<file path="config.mk">
export PLATFORM = sky130hd
export DESIGN_NAME = assembly_source_tokenizer_flat
export DESIGN_NICKNAME = d
export VERILOG_FILES = /design/src/rtl/core/asmt_pkg.sv /design/src/rtl/core/asmt_char_if.sv /design/src/rtl/core/asmt_tok_if.sv /design/src/rtl/core/asmt_front.sv /design/src/rtl/core/asmt_queue.sv /design/src/rtl/core/asmt_back.sv /design/src/rtl/core/assembly_source_tokenizer.sv /design/src/flat_wrapper.sv
export VERILOG_INCLUDE_DIRS = /design/src /design/src/rtl/core
export SDC_FILE = /design/constraint.sdc
export NUM_CORES = 1
export LEC_CHECK = 0
export ABC_AREA = 1
export BUFFER_PORTS_ARGS = -buffer_cell sky130_fd_sc_hd__buf_2
export CAP_MARGIN = 20
export CORE_ASPECT_RATIO = 1.25
export CORE_MARGIN = 5
export CORE_UTILIZATION = 25
export CTS_BUF_LIST = sky130_fd_sc_hd__clkbuf_8
export DETAILED_ROUTE_END_ITERATION = 6
export GPL_ROUTABILITY_DRIVEN = 0
export PLACE_DENSITY = 0.42
export SYNTH_ARGS = -nofsm -noshare
export SYNTH_HDL_FRONTEND = slang
export SYNTH_SLANG_ARGS = --single-unit
</file>
<file path="constraint.sdc">
create_clock -name clk -period 6.6 [get_ports clk]
set_clock_uncertainty 0.1 [all_clocks]
set_input_delay 0.66 -clock clk [delete_from_list [all_inputs] [get_ports clk]]
set_output_delay 0.66 -clock clk [all_outputs]
set_load 0.01 [all_outputs]
</file>
<file path="src/rtl/core/assembly_source_tokenizer_assert.svh">
// assertion macros for the assembly source tokenizer
`ifndef ASSEMBLY_SOURCE_TOKENIZER_ASSERT_SVH
`define ASSEMBLY_SOURCE_TOKENIZER_ASSERT_SVH

// same-cycle implication, off during reset
`define ASMT_ASSERT_IMP(name, ante, cons, msg) \
	name: assert property (@(posedge clk) disable iff (!arst_n) (ante) |-> (cons)) \
		else $error(msg);

// next-cycle implication, off during reset
`define ASMT_ASSERT_NXT(name, ante, cons, msg) \
	name: assert property (@(posedge clk) disable iff (!arst_n) (ante) |=> (cons)) \
		else $error(msg);

`endif

</file>
<file path="src/rtl/core/asmt_pkg.sv">
// shared types, constants and mnemonic table of the tokenizer
package asmt_pkg;

	localparam int LITERAL_BITS_DEF = 32;
	localparam int MAX_IDENT_LEN    = 128;
	localparam int REG_COUNT        = 16;
	localparam int QUEUE_DEPTH      = 4;
	localparam int MNEM_COUNT       = 12;

	typedef enum logic [3:0] {
		KIND_END,
		KIND_REG,
		KIND_LIT,
		KIND_COMMA,
		KIND_LBRACK,
		KIND_RBRACK,
		KIND_LPAREN,
		KIND_RPAREN,
		KIND_PLUS,
		KIND_MINUS,
		KIND_STAR,
		KIND_SLASH,
		KIND_TILDE,
		KIND_NEWLINE,
		KIND_MNEM,
		KIND_ERR
	} kind_t;

	typedef enum logic [2:0] {
		ERR_NONE,
		ERR_UNKNOWN_CHAR,
		ERR_BAD_REG,
		ERR_TOO_LONG,
		ERR_BAD_LABEL,
		ERR_OVERFLOW
	} err_t;

	typedef enum logic [2:0] {
		MODE_IDLE,
		MODE_REG,
		MODE_LIT,
		MODE_WORD,
		MODE_DROP
	} mode_t;

	typedef struct packed {
		kind_t       kind;
		logic [3:0]  reg_num;
		logic [31:0] lit;
		logic [3:0]  op;
		logic [2:0]  places;
		err_t        err;
		logic        last;
	} tok_t;

	// one or two tokens caused by one character
	typedef struct packed {
		logic valid;
		logic pair;
		tok_t first;
		tok_t second;
	} entry_t;

	typedef struct packed {
		logic       hit;
		logic [3:0] op;
		logic [2:0] places;
	} mnem_t;

	localparam logic [23:0] MNEM_NAME [MNEM_COUNT] = '{
		24'h6c7672, 24'h616464, 24'h737562, 24'h6d756c,
		24'h646976, 24'h6c6670, 24'h6c7069, 24'h6c706f,
		24'h736c76, 24'h767473, 24'h766673, 24'h636f6d
	};

	localparam logic [2:0] MNEM_PLACES [MNEM_COUNT] = '{
		3'd3, 3'd5, 3'd5, 3'd5, 3'd5, 3'd3, 3'd3, 3'd3, 3'd3, 3'd1, 3'd1, 3'd3
	};

	// match a three-letter word against the mnemonic table
	function automatic mnem_t mnem_find(input logic [23:0] word);
		mnem_t res;
		res = '0;
		for (int i = MNEM_COUNT - 1; i >= 0; i--) begin
			if (word == MNEM_NAME[i]) begin
				res.hit    = 1'b1;
				res.op     = 4'(i);
				res.places = MNEM_PLACES[i];
			end
		end
		return res;
	endfunction

endpackage

</file>
<file path="src/rtl/core/asmt_char_if.sv">
// character channel: valid, ready and one source byte
interface asmt_char_if;
	logic       valid;
	logic       ready;
	logic [7:0] source_char;

	modport source (output valid, output source_char, input ready);
	modport sink (input valid, input source_char, output ready);
endinterface

</file>
<file path="src/rtl/core/asmt_tok_if.sv">
// token channel: valid, ready and the token fields
interface asmt_tok_if;
	logic        valid;
	logic        ready;
	logic [3:0]  token_kind;
	logic [3:0]  register_number;
	logic [31:0] literal_value;
	logic [3:0]  opcode;
	logic [2:0]  syntax_length;
	logic [2:0]  error_code;
	logic        last;

	modport source (output valid, output token_kind, output register_number,
		output literal_value, output opcode, output syntax_length, output error_code,
		output last, input ready);
	modport sink (input valid, input token_kind, input register_number,
		input literal_value, input opcode, input syntax_length, input error_code,
		input last, output ready);
endinterface

</file>
<file path="src/rtl/core/asmt_front.sv">
// front end: takes characters, runs the lexer modes and builds token pairs
module asmt_front import asmt_pkg::*; #(
	parameter int LITERAL_BITS = LITERAL_BITS_DEF
) (
	input  logic        clk,
	input  logic        arst_n,
	asmt_char_if.sink   src,
	input  logic        room,
	output entry_t      push
);

	localparam int LW = (LITERAL_BITS < 32) ? LITERAL_BITS : 32;

	mode_t                   mode_q, mode_d, mode_a;
	logic [LITERAL_BITS-1:0] acc_q, acc_d;
	logic [23:0]             prefix_q, prefix_d;
	logic [7:0]              len_q, len_d;
	logic                    ovf_q, ovf_d;

	logic [7:0]              c;
	logic                    accept, alpha, digit, wordch;
	logic [LITERAL_BITS+3:0] prod;
	logic [4:0]              reg_idx;
	logic                    reg_ok;
	mnem_t                   mn;
	tok_t                    tok_a, tok_b;
	logic                    emit_a, emit_b, done;

	assign c         = src.source_char;
	assign src.ready = room;
	assign accept    = src.valid & room;
	assign alpha     = (c >= "a" && c <= "z") || (c >= "A" && c <= "Z");
	assign digit     = (c >= "0" && c <= "9");
	assign wordch    = alpha || digit || (c == "_");

	// times ten plus the digit, with room to see overflow
	assign prod = ({4'b0, acc_q} << 3) + ({4'b0, acc_q} << 1)
		+ {{LITERAL_BITS{1'b0}}, c[3:0]};

	assign mn = mnem_find(prefix_q);

	// register name check
	always_comb begin
		reg_ok  = 1'b0;
		reg_idx = '0;
		if (len_q == 8'd2 && prefix_q[15:8] == "r"
			&& prefix_q[7:0] >= "0" && prefix_q[7:0] <= "9") begin
			reg_ok  = 1'b1;
			reg_idx = {1'b0, prefix_q[3:0]};
		end else if (len_q == 8'd3 && prefix_q[23:16] == "r" && prefix_q[15:8] == "1"
			&& prefix_q[7:0] >= "0" && prefix_q[7:0] <= "5") begin
			reg_ok  = 1'b1;
			reg_idx = 5'd10 + {1'b0, prefix_q[3:0]};
		end
		if (reg_idx >= 5'(REG_COUNT)) begin
			reg_ok = 1'b0;
		end
	end

	// lexer next state and tokens
	always_comb begin
		mode_a   = mode_q;
		mode_d   = mode_q;
		acc_d    = acc_q;
		prefix_d = prefix_q;
		len_d    = len_q;
		ovf_d    = ovf_q;
		tok_a    = '0;
		tok_b    = '0;
		emit_a   = 1'b0;
		emit_b   = 1'b0;
		done     = 1'b0;

		// finish or extend the token in progress
		unique case (mode_q)
			MODE_LIT: begin
				if (digit) begin
					done = 1'b1;
					if (ovf_q || prod[LITERAL_BITS+3:LITERAL_BITS] != 4'd0) begin
						ovf_d = 1'b1;
						acc_d = '1;
					end else begin
						acc_d = prod[LITERAL_BITS-1:0];
					end
				end else begin
					emit_a     = 1'b1;
					tok_a.kind = KIND_LIT;
					tok_a.lit  = 32'(acc_q[LW-1:0]);
					tok_a.err  = ovf_q ? ERR_OVERFLOW : ERR_NONE;
					mode_a     = MODE_IDLE;
				end
			end
			MODE_REG: begin
				if (alpha || digit) begin
					done = 1'b1;
					if (len_q < 8'd3) prefix_d = {prefix_q[15:0], c};
					if (len_q != 8'hff) len_d = len_q + 8'd1;
				end else if (reg_ok) begin
					emit_a        = 1'b1;
					tok_a.kind    = KIND_REG;
					tok_a.reg_num = reg_idx[3:0];
					mode_a        = MODE_IDLE;
				end else begin
					emit_a     = 1'b1;
					tok_a.kind = KIND_ERR;
					tok_a.err  = ERR_BAD_REG;
					mode_a     = MODE_DROP;
				end
			end
			MODE_WORD: begin
				if (wordch) begin
					done = 1'b1;
					if (len_q >= 8'(MAX_IDENT_LEN - 1)) begin
						emit_a     = 1'b1;
						tok_a.kind = KIND_ERR;
						tok_a.err  = ERR_TOO_LONG;
						mode_a     = MODE_DROP;
					end else begin
						if (len_q < 8'd3) prefix_d = {prefix_q[15:0], c};
						len_d = len_q + 8'd1;
					end
				end else if (len_q == 8'd3 && mn.hit) begin
					emit_a       = 1'b1;
					tok_a.kind   = KIND_MNEM;
					tok_a.op     = mn.op;
					tok_a.places = mn.places;
					mode_a       = MODE_IDLE;
				end else begin
					emit_a     = 1'b1;
					tok_a.kind = KIND_ERR;
					tok_a.err  = ERR_BAD_LABEL;
					mode_a     = MODE_DROP;
				end
			end
			MODE_IDLE, MODE_DROP: ;
			default: mode_a = MODE_IDLE;
		endcase

		// the character itself, unless already used above
		if (done) begin
			mode_d = mode_a;
		end else if (mode_a == MODE_DROP) begin
			mode_d = MODE_DROP;
			if (c == 8'h00) begin
				emit_b     = 1'b1;
				tok_b.kind = KIND_END;
				mode_d     = MODE_IDLE;
			end
		end else begin
			mode_d = MODE_IDLE;
			unique case (c)
				8'h20, 8'h09: ;
				8'h00: begin emit_b = 1'b1; tok_b.kind = KIND_END; end
				"%": begin
					mode_d   = MODE_REG;
					prefix_d = '0;
					len_d    = '0;
				end
				"$": begin
					mode_d = MODE_LIT;
					acc_d  = '0;
					ovf_d  = 1'b0;
				end
				",": begin emit_b = 1'b1; tok_b.kind = KIND_COMMA; end
				"[": begin emit_b = 1'b1; tok_b.kind = KIND_LBRACK; end
				"]": begin emit_b = 1'b1; tok_b.kind = KIND_RBRACK; end
				"(": begin emit_b = 1'b1; tok_b.kind = KIND_LPAREN; end
				")": begin emit_b = 1'b1; tok_b.kind = KIND_RPAREN; end
				"+": begin emit_b = 1'b1; tok_b.kind = KIND_PLUS; end
				"-": begin emit_b = 1'b1; tok_b.kind = KIND_MINUS; end
				"*": begin emit_b = 1'b1; tok_b.kind = KIND_STAR; end
				"/": begin emit_b = 1'b1; tok_b.kind = KIND_SLASH; end
				"~": begin emit_b = 1'b1; tok_b.kind = KIND_TILDE; end
				8'h0a: begin emit_b = 1'b1; tok_b.kind = KIND_NEWLINE; end
				default: begin
					if (alpha || c == "_") begin
						mode_d   = MODE_WORD;
						prefix_d = {16'b0, c};
						len_d    = 8'd1;
					end else begin
						emit_b     = 1'b1;
						tok_b.kind = KIND_ERR;
						tok_b.err  = ERR_UNKNOWN_CHAR;
						mode_d     = MODE_DROP;
					end
				end
			endcase
		end
	end

	// word toward the queue
	always_comb begin
		push             = '0;
		push.valid       = accept & (emit_a | emit_b);
		push.pair        = emit_a & emit_b;
		push.first       = emit_a ? tok_a : tok_b;
		push.first.last  = ~(emit_a & emit_b);
		push.second      = tok_b;
		push.second.last = 1'b1;
	end

	// lexer state
	always_ff @(posedge clk or negedge arst_n) begin
		if (!arst_n) begin
			mode_q   <= MODE_IDLE;
			acc_q    <= '0;
			prefix_q <= '0;
			len_q    <= '0;
			ovf_q    <= 1'b0;
		end else if (accept) begin
			mode_q   <= mode_d;
			acc_q    <= acc_d;
			prefix_q <= prefix_d;
			len_q    <= len_d;
			ovf_q    <= ovf_d;
		end
	end

endmodule

</file>
<file path="src/rtl/core/asmt_queue.sv">
// short queue of token pairs between front and back end
module asmt_queue import asmt_pkg::*; (
	input  logic   clk,
	input  logic   arst_n,
	input  entry_t push,
	input  logic   pop,
	output logic   room,
	output entry_t head
);

	localparam int PW = (QUEUE_DEPTH > 1) ? $clog2(QUEUE_DEPTH) : 1;
	localparam int CW = $clog2(QUEUE_DEPTH + 1);

	entry_t          mem_q [QUEUE_DEPTH];
	logic [PW-1:0]   wr_ptr_q, rd_ptr_q;
	logic [CW-1:0]   count_q;
	logic            do_push, do_pop;

	assign room    = (count_q != CW'(QUEUE_DEPTH));
	assign do_push = push.valid & room;
	assign do_pop  = pop & (count_q != '0);

	// head word
	always_comb begin
		head       = mem_q[rd_ptr_q];
		head.valid = (count_q != '0);
	end

	// pointers and fill count
	always_ff @(posedge clk or negedge arst_n) begin
		if (!arst_n) begin
			wr_ptr_q <= '0;
			rd_ptr_q <= '0;
			count_q  <= '0;
		end else begin
			if (do_push) begin
				wr_ptr_q <= (wr_ptr_q == PW'(QUEUE_DEPTH - 1)) ? '0 : wr_ptr_q + 1'b1;
			end
			if (do_pop) begin
				rd_ptr_q <= (rd_ptr_q == PW'(QUEUE_DEPTH - 1)) ? '0 : rd_ptr_q + 1'b1;
			end
			if (do_push && !do_pop) begin
				count_q <= count_q + 1'b1;
			end else if (do_pop && !do_push) begin
				count_q <= count_q - 1'b1;
			end
		end
	end

	// storage
	always_ff @(posedge clk) begin
		if (do_push) begin
			mem_q[wr_ptr_q] <= push;
		end
	end

endmodule

</file>
<file path="src/rtl/core/asmt_back.sv">
// back end: splits token pairs and drives the output register
module asmt_back import asmt_pkg::*; (
	input  logic        clk,
	input  logic        arst_n,
	input  entry_t      head,
	output logic        pop,
	asmt_tok_if.source  tok
);

	logic out_valid_q, pend_valid_q;
	tok_t out_q, pend_q;
	logic take;

	assign take = ~out_valid_q | tok.ready;
	assign pop  = head.valid & ~pend_valid_q & take;

	// output fields
	assign tok.valid           = out_valid_q;
	assign tok.token_kind      = out_q.kind;
	assign tok.register_number = out_q.reg_num;
	assign tok.literal_value   = out_q.lit;
	assign tok.opcode          = out_q.op;
	assign tok.syntax_length   = out_q.places;
	assign tok.error_code      = out_q.err;
	assign tok.last            = out_q.last;

	// output and pending valid flags
	always_ff @(posedge clk or negedge arst_n) begin
		if (!arst_n) begin
			out_valid_q  <= 1'b0;
			pend_valid_q <= 1'b0;
		end else if (take) begin
			if (pend_valid_q) begin
				out_valid_q  <= 1'b1;
				pend_valid_q <= 1'b0;
			end else if (head.valid) begin
				out_valid_q  <= 1'b1;
				pend_valid_q <= head.pair;
			end else begin
				out_valid_q <= 1'b0;
			end
		end
	end

	// token payload
	always_ff @(posedge clk) begin
		if (take) begin
			if (pend_valid_q) begin
				out_q <= pend_q;
			end else if (head.valid) begin
				out_q  <= head.first;
				pend_q <= head.second;
			end
		end
	end

endmodule

</file>
<file path="src/rtl/core/assembly_source_tokenizer.sv">
// top level of the assembly source tokenizer
// Takes one source byte per word on src and gives tokens on tok. A byte is
// accepted in every cycle while the four-entry pair queue between the lexer
// front end and the output back end has room; the output delivers one token
// word per cycle while tok.ready is high, so a byte that both closes a register,
// literal or word and starts a punctuation or end token yields two output
// words, and a byte that only extends a token, or a blank between tokens, yields
// none. A token reaches tok through the queue storage and the back-end output
// register. Literals are accumulated to LITERAL_BITS bits with a shift-and-add
// times ten; after an error token all bytes up to the next zero byte are dropped.
`include "assembly_source_tokenizer_assert.svh"

module assembly_source_tokenizer import asmt_pkg::*; #(
	parameter int LITERAL_BITS = LITERAL_BITS_DEF
) (
	input  logic       clk,
	input  logic       arst_n,
	asmt_char_if.sink  src,
	asmt_tok_if.source tok
);

	entry_t fr_push;
	entry_t q_head;
	logic   q_room;
	logic   bk_pop;

	// lexer front end
	asmt_front #(
		.LITERAL_BITS(LITERAL_BITS)
	) u_front (
		.clk   (clk),
		.arst_n(arst_n),
		.src   (src),
		.room  (q_room),
		.push  (fr_push)
	);

	// pair queue
	asmt_queue u_queue (
		.clk   (clk),
		.arst_n(arst_n),
		.push  (fr_push),
		.pop   (bk_pop),
		.room  (q_room),
		.head  (q_head)
	);

	// output back end
	asmt_back u_back (
		.clk   (clk),
		.arst_n(arst_n),
		.head  (q_head),
		.pop   (bk_pop),
		.tok   (tok)
	);

	// checks
	`ASMT_ASSERT_IMP(a_push_has_room, fr_push.valid, q_room, "token pair pushed into a full queue")
	`ASMT_ASSERT_NXT(a_pair_follows, tok.valid && tok.ready && !tok.last, tok.valid, "second token of a pair missing")
	`ASMT_ASSERT_IMP(a_mnem_places, tok.valid && tok.token_kind == KIND_MNEM, tok.syntax_length != 3'd0, "mnemonic token without syntax places")

endmodule
</file>
<file path="src/flat_wrapper.sv">
// flat-port wrapper written by rule: the top's interface ports become plain ports
module assembly_source_tokenizer_flat import asmt_pkg::*;
#(
	parameter int LITERAL_BITS = LITERAL_BITS_DEF
)
  (clk, arst_n, src_valid, src_source_char, src_ready, tok_valid, tok_token_kind, tok_register_number, tok_literal_value, tok_opcode, tok_syntax_length, tok_error_code, tok_last, tok_ready);
  asmt_char_if src_i ();
  asmt_tok_if tok_i ();
  input  logic clk;
  input  logic arst_n;
  input wire logic [$bits(src_i.valid)-1:0] src_valid;
  input wire logic [$bits(src_i.source_char)-1:0] src_source_char;
  output wire logic [$bits(src_i.ready)-1:0] src_ready;
  output wire logic [$bits(tok_i.valid)-1:0] tok_valid;
  output wire logic [$bits(tok_i.token_kind)-1:0] tok_token_kind;
  output wire logic [$bits(tok_i.register_number)-1:0] tok_register_number;
  output wire logic [$bits(tok_i.literal_value)-1:0] tok_literal_value;
  output wire logic [$bits(tok_i.opcode)-1:0] tok_opcode;
  output wire logic [$bits(tok_i.syntax_length)-1:0] tok_syntax_length;
  output wire logic [$bits(tok_i.error_code)-1:0] tok_error_code;
  output wire logic [$bits(tok_i.last)-1:0] tok_last;
  input wire logic [$bits(tok_i.ready)-1:0] tok_ready;
  assign src_i.valid = src_valid;
  assign src_i.source_char = src_source_char;
  assign src_ready = src_i.ready;
  assign tok_valid = tok_i.valid;
  assign tok_token_kind = tok_i.token_kind;
  assign tok_register_number = tok_i.register_number;
  assign tok_literal_value = tok_i.literal_value;
  assign tok_opcode = tok_i.opcode;
  assign tok_syntax_length = tok_i.syntax_length;
  assign tok_error_code = tok_i.error_code;
  assign tok_last = tok_i.last;
  assign tok_i.ready = tok_ready;
  assembly_source_tokenizer #(.LITERAL_BITS(LITERAL_BITS)) u_core (.clk(clk), .arst_n(arst_n), .src(src_i), .tok(tok_i));
endmodule
</file>
==> results of run 1 <==
## power groups by stage
stage	logic (W)	registers [W]	clock network (W)
floorplan	0.00236	0.00362	0
global placement	0.00352	0.00365	0
detailed placement	0.00361	0.00366	0
CTS	0.00363	0.00361	0.00223
global route	0.00404	0.00368	0.00233
finish	0.00353	0.00360	0.00215
## flip-flops by register name, summed over array words and instances (netlist names), 3 cells and up
name                               flops
u_core.u_front.len_q                   8
u_core.u_front.prefix_q               24
u_core.u_front.mode_q                  3
u_core.u_back.tok.register_number      4
u_core.u_back.tok.opcode               4
u_core.u_back.tok.literal_value       32
u_core.u_back.tok.error_code           3
u_core.u_queue.count_q                 3
u_core.u_back.tok.token_kind           4
u_core.u_back.pend_q                   5
u_core.u_back.tok.syntax_length        3
u_core.u_front.acc_q                  32
u_core.u_queue.mem_q                 228
## synthesized netlist by cell type (2+ instances only)
cell	count	area, µm²
nor2_1	420	1580
nand2_1	373	1400
edfxtp_1	284	8530
o21ai_0	200	1000
inv_1	157	589
a21oi_1	123	616
nand3_1	106	531
dfrtp_1	77	1930
ha_1	72	901
clkbuf_1	57	214
nand4_1	22	138
nor3_1	20	100
xor2_1	19	166
inv_2	17	63.8
o21ai_1	16	80.1
a31oi_1	14	87.6
o22ai_1	13	81.3
buf_1	10	37.5
nor2_2	10	62.6
xnor2_1	10	87.6
nand2_4	9	101
o211ai_1	7	52.6
buf_6	6	67.6
buf_2	5	25.0
nand2_2	5	31.3
nor2_4	5	56.3
o21bai_1	5	37.5
a211oi_1	3	22.5
a21o_1	3	22.5
clkinv_1	3	11.3
fa_1	3	60.1
nor4_1	3	18.8
or2_2	3	18.8
a41oi_1	2	17.5
and3_1	2	12.5
o21a_1	2	15.0
o31ai_1	2	15.0
## cells by family (layout without fill, tap and decap cells)
group	Yosys count	after routing	synth area share, %
fa+ha+maj	75	75	5.08
flops	361	361	55.3
other cells	0	2	0
buf+inv	257	376	5.41
mux	1	1	0.0596
compound gates	395	395	11.1
simple gates	983	983	21.7
xor+xnor	29	29	1.34
## stage by stage
| stage | cell area [µm²] | utilization (%) | hold WS [ns] |
|---|---|---|---|
| after global placement | 20200 | 27.1 | 0.384 |
| after detailed placement | 20300 | 27.1 | 0.378 |
| final | 21600 | 28.9 | 0.227 |
| after floorplan | 18900 | - | 0.264 |
| after CTS | 21600 | 28.9 | 0.157 |
| after global routing | 21600 | 28.9 | 0.189 |
## area by class of cell
cell class              instances  area, µm²  share of cell area (%)
diodes                          2       5.00                  0.0232
clock buffers                  70        963                    4.46
clock inverters                46        349                    1.62
inverters                     178        671                    3.10
multi-input cells            1483       7460                    34.5
flip-flops and latches        361      10500                    48.4
well taps                     969       1210                    5.61
repair buffers                 82        480                    2.22
## critical path, delay by kind of cell (launching register included)
kind / cells / cell delay (ns)
buffers and inverters: 6 / 1.77
DFF: 1 / 0.40
and+or+nand+nor: 8 / 1.44
## worst max-delay path by stage
stage,startpoint,to,depth (start not counted)
detailed placement,src_source_char[2],u_core.u_queue.mem_q[3][27],15
global route,u_core.u_front.mode_q[1],u_core.u_queue.mem_q[1][31],14
CTS,u_core.u_front.mode_q[1],u_core.u_queue.mem_q[3][28],14
floorplan,src_source_char[1],u_core.u_queue.mem_q[0][0],15
finish,u_core.u_front.mode_q[1],u_core.u_queue.mem_q[3][27],14
global placement,src_source_char[3],u_core.u_queue.mem_q[3][24],15
## metal layers
| layer | vias to the layer above | GRT usage [%] | share of wire (%) |
|---|---|---|---|
| li1 | 7258 | - | - |
| met1 | 7008 | 17.2 | 47 |
| met2 | 284 | 21.5 | 47 |
| met3 | 83 | 1.82 | 3.5 |
| met4 | 0 | 3.60 | 2.2 |
| met5 | - | 0 | 0 |
## cell usage in the layout, fill, tap and decap left out, types with 70 or more instances in the layout
cell,synthesis,layout
a21oi_1,123,123
o21ai_0,200,200
clkbuf_8,0,70
ha_1,72,72
dfrtp_1,77,74
inv_1,157,166
nand2_1,373,373
edfxtp_1,284,284
nand3_1,106,106
nor2_1,420,416
==> results.md, run 1 <==
- Status: finished, final reports clean
- Worst R2R End: u_core.u_queue.mem_q[3][27]
- DR vias/cell: 4.59
- Share of layout cells above drive strength 1: 10.8%
- Core area: 0.0748 mm²
- Routed wire length: 53300 µm
- Hold path cells: 4
- Hold buffer count at CTS: 1
- Die Height: 317 µm
- Initial Util: 25.3%
- CP peak stage delay: 0.76 ns
- Hold path endpoint: u_core.u_back.pend_valid_q
- P_int: 0.00547 W
- Arr. time, crit path: 4.39 ns
- GRT Util Overall: 12.7%
- Initial DRC count: 897
- Fin. max-slew vios: 0
- PwrDens: 430 mW/mm²
- Sequential-to-total area share from yosys stat: 55.3%
- First-pass GRT wire length: 84200 µm
- Setup WS post-layout: 2.37 ns
- Pre-Repair DR Iteration Count: 5
- Placed insts: 3072
- Initial antenna violation count: 1
- Dpl hpwl: 34600 µm
- I/O pin count: 65
- Logic pwr share: 38.0%
- Max Cap Viol: 0
- Required time worst endpoint: 6.76 ns
- Buffers added on ports: 64
- Rows: 112
- Synth-to-Final Area Change: 14.3%
- Worst-path fanout max: 57
- Dominant synthesized flop cell: edfxtp_1
- Reg2reg setup slack: 2.37 ns
- Syn nets: 2188
- Cell count after synthesis: 2101
- Residual overflow from global routing: 0
- Post-CTS setup buffers: 0
- Endpoint class of the critical path: register
- Post-route clock period utilization: 64.1%
- Final Instance Count excl. Fillers: 3191
- Root Buffer: clkbuf_8
- Num Clock Sinks: 361
- Largest net degree at the start of global routing: 83
- Hold path startpoint: tok_ready
- Antenna Nets Post-Route: 0
- EDFF count, synth: 284
- Clock power frac: 23.1%
- Clk slew on worst S/H paths: 0.07 ns
- # setup viols final: 0
- Fin nets: 2254
- Least-Margin Pin Slew: 1.05 ns
- Resize count post-CTS: 0
- Vias: 14600
- YS warnings: 0
- Startpoint class of the critical path: register
- Clock Latency Late Sink: 0.67 ns
- Vias in the first global route: 14700
- Peak VDD IR: 0.237 mV
- CTS Buf Count: 61
- Crit path top cell by count: buf_4
- TritonCTS clock tree: built
- Total power: 0.00928 W
- Switching Share: 41.1%
- Sw Pwr: 0.00381 W
- Die X: 256 µm
- CTS H-tree depth: 2
- Async S/R FF share, synth: 21.3%
- Crit-path cells: inv_1, nor3_1, inv_1, nor2_1, buf_4, clkinv_1, buf_4, nand2_1, nor2_4, nand4_1, nand3_1, nand2_1, nor2_4, buf_4
- Die area: 0.0813 mm²
- Min Tclk post-route: 4.23 ns
- Max frequency: 236 MHz
- Seq pwr share: 38.8%
- Slew HR: 29.4%
- Endpoints failing hold: 0
- Fill count: 8028
- Clock Path Buffers: 3
- P_leak: 8.80 nW
- Reg-to-Reg Start: u_core.u_front.mode_q[1]
- HP Class: in -> reg
- Critical path class: reg -> reg
- Register bit total from synthesis: 361
- Cell Area, Synth: 0.0189 mm²
- Mean Syn Cell Area: 9.00 µm²
- Pre-CTS WS: 1.75 ns
- Setup tns final: 0 ns
- # DRC: 0
- Post-synth cell types: 50
- RSZ-0062 raised after global routing: false
- Drt wl/cell: 16.7 µm
- FF-to-FF path depth: 14
- Crit-path slowest cell: buf_4
Power figures use the tool's default switching activity.
==> inputs of run 2 (changes only) <==
clock period = 4 ns   (was 6.6 ns; I/O delays follow)
==> results.md, run 2 (same netlist as run 1, synthesis figures left out) <==
- Dpl hpwl: 36200 µm (+4.5%)
- Arr. time, crit path: 3.95 ns (-0.44 ns)
- Endpoint class of the critical path: register
- # setup viols final: 0 (unchanged)
- Least-Margin Pin Slew: 0.985 ns (-0.0674 ns)
- Peak VDD IR: 0.264 mV (+12%)
- Initial antenna violation count: 4 (+3)
- Reg-to-Reg Start: u_core.u_front.acc_q[0]
- Max Cap Viol: 0 (unchanged)
- Largest register by flop count: u_core.u_queue.mem_q
- Setup WS post-layout: 0.520 ns (-1.85 ns)
- Initial DRC count: 848 (-5.5%)
- GRT Util Overall: 13.0% (+0.24 points)
- Startpoint class of the critical path: register
- Worst R2R End: u_core.u_front.acc_q[16]
- Root Buffer: clkbuf_8
- Antenna Nets Post-Route: 0 (unchanged)
- Critical path class: reg -> reg
- Max frequency: 287 MHz (+22%)
- Min Tclk post-route: 3.48 ns (-0.753 ns)
- Clock Latency Late Sink: 0.70 ns (+0.03 ns)
- Most frequent cells in the layout: nor2_1 (416), nand2_1 (373), edfxtp_1 (284), o21ai_0 (200), inv_1 (180)
- Routed wire length: 53700 µm (+0.80%)
- Synth-to-Final Area Change: 14.8%
- Worst-path fanout max: 16 (-72%)
- I/O pin count: 65 (unchanged)
- Status: finished, final reports clean
- Residual overflow from global routing: 0 (unchanged)
- Fill count: 7956 (-0.90%)
- Setup crit end: u_core.u_front.acc_q[16]
- Resize count post-CTS: 0 (unchanged)
- Die X: 256 µm (unchanged)
- Drt wl/cell: 16.7 µm (+0.17%)
- Vias in the first global route: 14700 (-0.0068%)
- Critical path origin: u_core.u_front.acc_q[0]
- Reg2reg setup slack: 0.52 ns (-1.85 ns)
- PwrDens: 698 mW/mm² (+63%)
- Largest net degree at the start of global routing: 85 (+2.4%)
- FF-to-FF path depth: 16 (+2)
- Total power: 0.0152 W (+63%)
- Hold buffer count at CTS: 4 (+3)
- Area after DPL: 0.0204 mm² (+0.84%)
- # DRC: 0 (unchanged)
- DR vias/cell: 4.57 (-0.39%)
- Num Clock Sinks: 361 (unchanged)
- Vias: 14700 (+0.23%)
- Post-route clock period utilization: 87.0% (+23 points)
- Commonest non-fill, non-tap cell in the layout: nor2_1
- P_leak: 8.90 nW (+1.1%)
- Pre-Repair DR Iteration Count: 5 (unchanged)
- CTS Buf Count: 61 (unchanged)
- Design Area, Final: 0.0217 mm² (+0.49%)
- Pre-CTS WS: 0.310 ns (-1.44 ns)
- Post-CTS setup buffers: 0 (unchanged)
- Endpoints failing hold: 0 (unchanged)
- TritonCTS clock tree: built
- Required time worst endpoint: 4.47 ns (-2.29 ns)
- First-pass GRT wire length: 85000 µm (+0.96%)
- Die Height: 317 µm (unchanged)
- Core area: 0.0748 mm² (unchanged)
- Max reg flops: 228 (unchanged)
- Clk slew on worst S/H paths: 0.07 ns (about the same)
- Fin nets: 2274 (+0.89%)
- Buffers added on ports: 64 (unchanged)
- RSZ-0062 raised after global routing: false
- Clock Path Buffers: 3 (unchanged)
- CTS H-tree depth: 2 (unchanged)
- HP Class: in -> reg
- Slew HR: 34.2% (+4.8 points)
- Rows: 112 (unchanged)
- Share of layout cells above drive strength 1: 10.7% (-0.091 points)
- Die area: 0.0813 mm² (unchanged)
- Fin. max-slew vios: 0 (unchanged)
- Initial Util: 25.3% (unchanged)
[run 2: changes by cell type in the layout (fill, tap and decap cells not counted), moves of 2 or more]
cell	before	now
buf_12	0	5
clkinvlp_4	3	1
clkbuf_8	70	63
inv_1	166	180
buf_4	17	30
clkinv_2	11	3
clkinv_1	16	18
dlygate4sd3_1	1	4
[run 2: worst max-delay path, cell delays in order (launching register included)]
cell	delay, ns
dfrtp_1	0.44
fa_1	0.53
ha_1	0.31
nand2_1	0.07
o21ai_1	0.21
a21oi_1	0.17
o21ai_1	0.42
nand2_1	0.21
nand3_1	0.11
nand2_1	0.05
nor2_1	0.09
nand2_1	0.09
inv_2	0.06
buf_4	0.22
nand3_1	0.11
nand3_1	0.09
nand2_1	0.06
[run 2: layout make-up]
class	instances	area, µm²	share of cell area, %
sequential	361	10500	48.2
tap	969	1210	5.59
clock inverter	52	349	1.61
inverter	178	671	3.09
antenna	3	7.51	0.0346
multi-input combinational	1483	7460	34.4
clock buffer	63	867	3.99
timing repair buffer	102	681	3.14
[run 2: how the worst min path moves through the flow]
stage                                         start                    endpoint  slack [ns]  cells past startpoint
final                            src_source_char[4]  u_core.u_front.prefix_q[4]        0.10                      5
after global routing             src_source_char[4]  u_core.u_front.prefix_q[4]        0.10                      5
after CTS                        src_source_char[4]  u_core.u_front.prefix_q[4]        0.03                      5
after detailed placement  u_core.u_queue.count_q[2]   u_core.u_queue.count_q[2]        0.41                      1
after global placement    u_core.u_queue.count_q[2]   u_core.u_queue.count_q[2]        0.39                      1
after floorplan                              arst_n  u_core.u_back.pend_valid_q       0.004                      0
[run 2: per-stage QoR]
step	setup TNS (ns)	utilization [%]	hold slack (ns)	instances
6_report	0	29.0	0.104	3211
5_1_grt	0	29.0	0.101	3209
4_1_cts	0	29.0	0.0334	3208
3_5_place_dp	0	27.3	0.411	3089
3_3_place_gp	0	27.3	0.391	3088
2_1_floorplan	-203.96	-	0.00441	2101
[run 2: routing by layer]
metal,vias up,track usage (%),share of wire [%]
met5,-,0,0.050
met4,4,3.54,2.0
met3,68,1.97,3.3
met2,247,22.7,49
met1,7042,16.8,46
li1,7306,-,-
[run 2: where the power goes]
part	internal (W)	switching, W	leakage (nW)
clock network	0.00174	0.00155	0.711
registers	0.00533	0.000605	3.68
logic	0.00182	0.00412	4.51
